## src/v2n_isqrt.sv

```systemverilog
module v2n_isqrt #(
   parameter int RW     = 32,
   parameter int STAGES = 32
) (
   input  logic            clock,
   input  logic            en,
   input  logic [2*RW-1:0] val,
   output logic [RW-1:0]   root
);

   logic [2*RW-1:0] val_ff  [STAGES];
   logic [RW+1:0]   rem_ff  [STAGES];
   logic [RW-1:0]   root_ff [STAGES];

   for (genvar k = 0; k < STAGES; k++) begin : g_step
      logic [2*RW-1:0] val_prev;
      logic [RW+1:0]   rem_prev;
      logic [RW-1:0]   root_prev;
      logic [2*RW-1:0] val_in;
      logic [RW+1:0]   rem_in;
      logic [RW-1:0]   root_in;

      if (k == 0) begin : g_src_in
         always_comb begin
            val_prev  = val;
            rem_prev  = '0;
            root_prev = '0;
         end
      end else begin : g_src_reg
         always_comb begin
            val_prev  = val_ff[k-1];
            rem_prev  = rem_ff[k-1];
            root_prev = root_ff[k-1];
         end
      end

      if (k < RW) begin : g_work
         logic [RW+3:0] cat;
         logic [RW+3:0] trial;
         logic          ge;
         always_comb begin
            cat     = {rem_prev, val_prev[2*RW-1 -: 2]};
            trial   = {2'b00, root_prev, 2'b01};
            ge      = cat >= trial;
            rem_in  = ge ? (RW+2)'(cat - trial) : (RW+2)'(cat);
            root_in = {root_prev[RW-2:0], ge};
            val_in  = {val_prev[2*RW-3:0], 2'b00};
         end
      end else begin : g_pass
         always_comb begin
            rem_in  = rem_prev;
            root_in = root_prev;
            val_in  = val_prev;
         end
      end

      always_ff @(posedge clock) begin
         if (en) begin
            val_ff[k]  <= val_in;
            rem_ff[k]  <= rem_in;
            root_ff[k] <= root_in;
         end
      end
   end

   assign root = root_ff[STAGES-1];

endmodule

```

## config.mk

```make
export PLATFORM = sky130hd
export DESIGN_NAME = v2n_isqrt
export DESIGN_NICKNAME = d
export VERILOG_FILES = /design/src/v2n_isqrt.sv
export SDC_FILE = /design/constraint.sdc
export NUM_CORES = 2
export LEC_CHECK = 0
export BUFFER_PORTS_ARGS = -buffer_cell sky130_fd_sc_hd__buf_2
export CORE_MARGIN = 5
export CORE_UTILIZATION = 65
export DETAILED_ROUTE_END_ITERATION = 16
export PLACE_DENSITY_LB_ADDON = 0.05
export SETUP_SLACK_MARGIN = 0.02
export SLEW_MARGIN = 10
export SYNTH_ARGS = -nofsm -noshare
export SYNTH_HDL_FRONTEND = slang
export SYNTH_MEMORY_MAX_BITS = 65536
export SYNTH_SLANG_ARGS = --single-unit
```

## constraint.sdc

```tcl
create_clock -name clock -period 11.3 [get_ports clock]
set_input_delay 0.565 -clock clock [delete_from_list [all_inputs] [get_ports clock]]
set_output_delay 0.565 -clock clock [all_outputs]
set_load 0.01 [all_outputs]
```

==> results.json <==
{
  "antenna_found_initial": 2,
  "dpl.hpwl_mm": 162.4,
  "ctsLongestPathBuffers": 4,
  "ys_types": 80,
  "final_cells": 11820,
  "wire_per_inst_um": 19.73,
  "worst_ep_arrival_time_ns": 5.49,
  "syn_inst": 8959,
  "netlist_top_cells_area": "edfxtp_1 65%, ha_1 6.0%, xor2_1 3.2%, xnor2_1 3.1%, a21oi_1 2.7%",
  "crit_buf_inv": 0,
  "pwr-share-clk_pct": 32.4,
  "run_status": "finished clean",
  "clk_pin_slew_worst_paths_ns": 0.07,
  "critPathTopFamily": "simple AND/OR/NAND/NOR gates",
  "hp-class": "input port to flop",
  "p_comb_share_pct": 19.8,
  "grt_max_degree": 169,
  "rsz0062_at_grt": "false",
  "post-route-period-util_pct": 43.09,
  "synth_area_mm2": 0.1169,
  "grt_pass1_vias": 68470,
  "hold_viol_final": 0,
  "synthArstFlopShare_pct": 0,
  "place_ws_ns": 6.455,
  "syn-num-nets": 9587,
  "max_freq_mhz": 205.4,
  "drt_iter0_drc": 5698,
  "die_x_um": 434.0,
  "drt_first_pass_iters": 6,
  "relSlewSlack_pct": 21.73,
  "ys.flop_type": "edfxtp_1",
  "dr_total_vias": 69900,
  "switchingPower_mw": 7.230,
  "crit_fanout": 22,
  "sequentialPowerShare_pct": 47.8,
  "wl_mm": 233.3,
  "reg2reg_slack_ns": 6.43,
  "synth_edf_count": 2523,
  "slowest_stage": "or4_4",
  "setup_viol_count_final": 0,
  "tns_ns": 0,
  "portBuffers": 97,
  "timing.critical_path.depth": 10,
  "grt.overflow.total": 0,
  "drive_gt1_share_pct": 7.309,
  "multi_input_area_mm2": 0.03791,
  "fin_hold_ws_ns": 0.1740,
  "tritoncts": "done",
  "cp_slowest_stage_delay_ns": 0.70,
  "dieArea_mm2": 0.1884,
  "core_mm2": 0.1786,
  "start_util_pct": 65.43,
  "worstSetupPathType": "flop to flop",
  "cp-end-kind": "flop",
  "ir_worst_vdd_mv": 0.1950,
  "row_count": 155,
  "yosys_warnings": 0,
  "clock_sinks": 2523,
  "worst_pin_slew_ns": 1.172,
  "grt.total_usage_pct": 24.79,
  "seq_area_mm2": 0.07576,
  "grt_first_pass_wirelength_mm": 369.9,
  "synth.top_cell.area_share_pct": 64.83,
  "drv_slew": 0,
  "vias_per_cell": 5.911,
  "layout.nets": 9914,
  "die_h_um": 434.0,
  "p_total_mw": 26.38,
  "htreeDepth": 5,
  "worstHoldPathCells": 1,
  "crit_top_cell": "or4_4",
  "internal_power_mw": 19.15,
  "path_cells": "or4_4, or4_1, or4_1, or3_1, or3_1, or4_4, or4_4, o211ai_2, nor4_1, xor2_1",
  "cp.required_ns": 11.92,
  "synth-seq-cells": 2523,
  "power_density_mw_per_mm2": 203.8,
  "fin_ws_ns": 6.431,
  "seq_area_frac_synth_pct": 64.83,
  "pin_count": 98,
  "p_sw_share_pct": 27.41,
  "maxCapViolCount": 0,
  "ctsResizeCount": 0,
  "syn_area_per_cell_um2": 13.04,
  "finClkSkew_ns": 0.06517,
  "drc": 0,
  "gp_congestion": 0.9316,
  "dp_cells": 11300,
  "cts_buffers": 275,
  "post_cts_buffers": 0,
  "ff2ff_path_depth": 10,
  "areaGrowthSynthToFinish_pct": 10.75,
  "cts-root-buf": "clkbuf_16",
  "power_leakage_nw": 50.16,
  "drt.antenna.violating_nets": 0,
  "fillers": 11690,
  "crit_path_start_kind": "flop",
  "synth_top_area_cell": "edfxtp_1",
  "insertion_delay_ns": 0.92,
  "min_period_ns": 4.870
}
registers in the layout, indices dropped and copies added, names as in the netlist:
signal	flops
root_ff	528
rem_ff	1003
val_ff	992
worst reg2reg max path: cells and delay by family, from the launching register on:
family / cells / cell delay [ns]
AOI/OAI and AO/OA: 1 / 0.31
xor gates and xnor gates: 1 / 0.17
and+or+nand+nor: 8 / 3.69
DFF: 1 / 0.43
final cells by class:
class / instances / share of cell area (%)
clock inverter: 133 / 1.026
tap: 2355 / 2.276
inverter: 702 / 2.036
sequential: 2523 / 58.53
multi-input combinational: 5569 / 29.29
timing repair buffer: 215 / 1.274
clock buffer: 326 / 5.563
antenna: 1 / 0.001933
layout by cell type, fill, tap and decap left out, types with 110 or more instances in the layout:
cell       count
nor3_1       228
inv_1        701
clkbuf_16    281
a21o_1       275
nand2_1      529
xor2_1       430
a21oi_1      636
nor2_1       603
edfxtp_1    2523
nand3_1      130
o21ai_0      413
xnor2_1      415
nand2b_1     111
nor4_1       110
ha_1         562
Yosys cell counts (all sizes together), types with 8 or more instances:
master,n
a31oi,47
xor2,430
nor3b,25
a21o,275
nand2,529
o22ai,9
o21bai,51
o31ai,47
clkbuf,141
a31o,16
o21a,102
or2,39
nand3,130
or4,61
or3,87
nor2,603
nand4b,9
nand3b,28
a311oi,11
xnor2,415
a21boi,20
o311ai,8
nor4,110
mux2,93
nand4,96
a211oi,36
a41oi,9
o31a,11
nor3,229
a211o,13
buf,24
and2,17
a2111oi,21
mux2i,9
and3,33
nand2b,111
nor2b,80
inv,701
a21oi,638
edfxtp,2523
o211ai,32
ha,562
o41ai,14
and4,14
o21ai,417
cell families (layout without fill, tap and decap cells):
group / Yosys count / in the layout / synth area share (%)
AOI/OAI and AO/OA: 1840 / 1840 / 9.726
other: 1 / 2 / 0.003209
buffers and inverters: 867 / 1376 / 2.819
and+or+nand+nor: 2219 / 2219 / 9.299
adders and majority gates: 562 / 562 / 6.017
muxes: 102 / 102 / 0.9764
DFF: 2523 / 2523 / 64.83
xor gates and xnor gates: 845 / 845 / 6.333
power groups by stage:
stage          logic, mW  registers (mW)  clock network, mW
6_report            5.23            12.6               8.55
5_1_grt             5.80            12.7               9.16
4_1_cts             5.18            12.6               8.74
3_5_place_dp        5.10            12.8                  0
3_3_place_gp        4.98            12.8                  0
2_1_floorplan       3.87            12.4                  0
through the flow:
| stage | utilization (%) | cell area (um2) |
|---|---|---|
| after floorplan | - | 116900 |
| after global placement | 67.32 | 120200 |
| after detailed placement | 67.32 | 120200 |
| after CTS | 72.46 | 129400 |
| after global routing | 72.47 | 129400 |
| final | 72.47 | 129400 |
metal layers:
metal / global-route usage (%) / vias to the layer above / wire (um)
met5: 0 / - / 0
met4: 7.630 / 0 / 6927
met3: 3.305 / 449 / 11720
met2: 42.39 / 1902 / 115800
met1: 33.49 / 33760 / 98850
li1: - / 33790 / -
worst paths after layout:
kind,start,endpoint
max reg2reg,rem_ff[7][10]$_DFFE_PP_,rem_ff[8][27]$_DFFE_PP_
min,en,val_ff[0][9]$_DFFE_PP_
max,rem_ff[7][10]$_DFFE_PP_,rem_ff[8][27]$_DFFE_PP_
min reg2reg,val_ff[6][41]$_DFFE_PP_,val_ff[7][43]$_DFFE_PP_
what timing repair did:
action                                  CTS  global route
hold endpoints to repair                 65             0
endpoints found under the setup margin    0             0
hold buffers                             65             0
(Power assumes the default switching activity.)
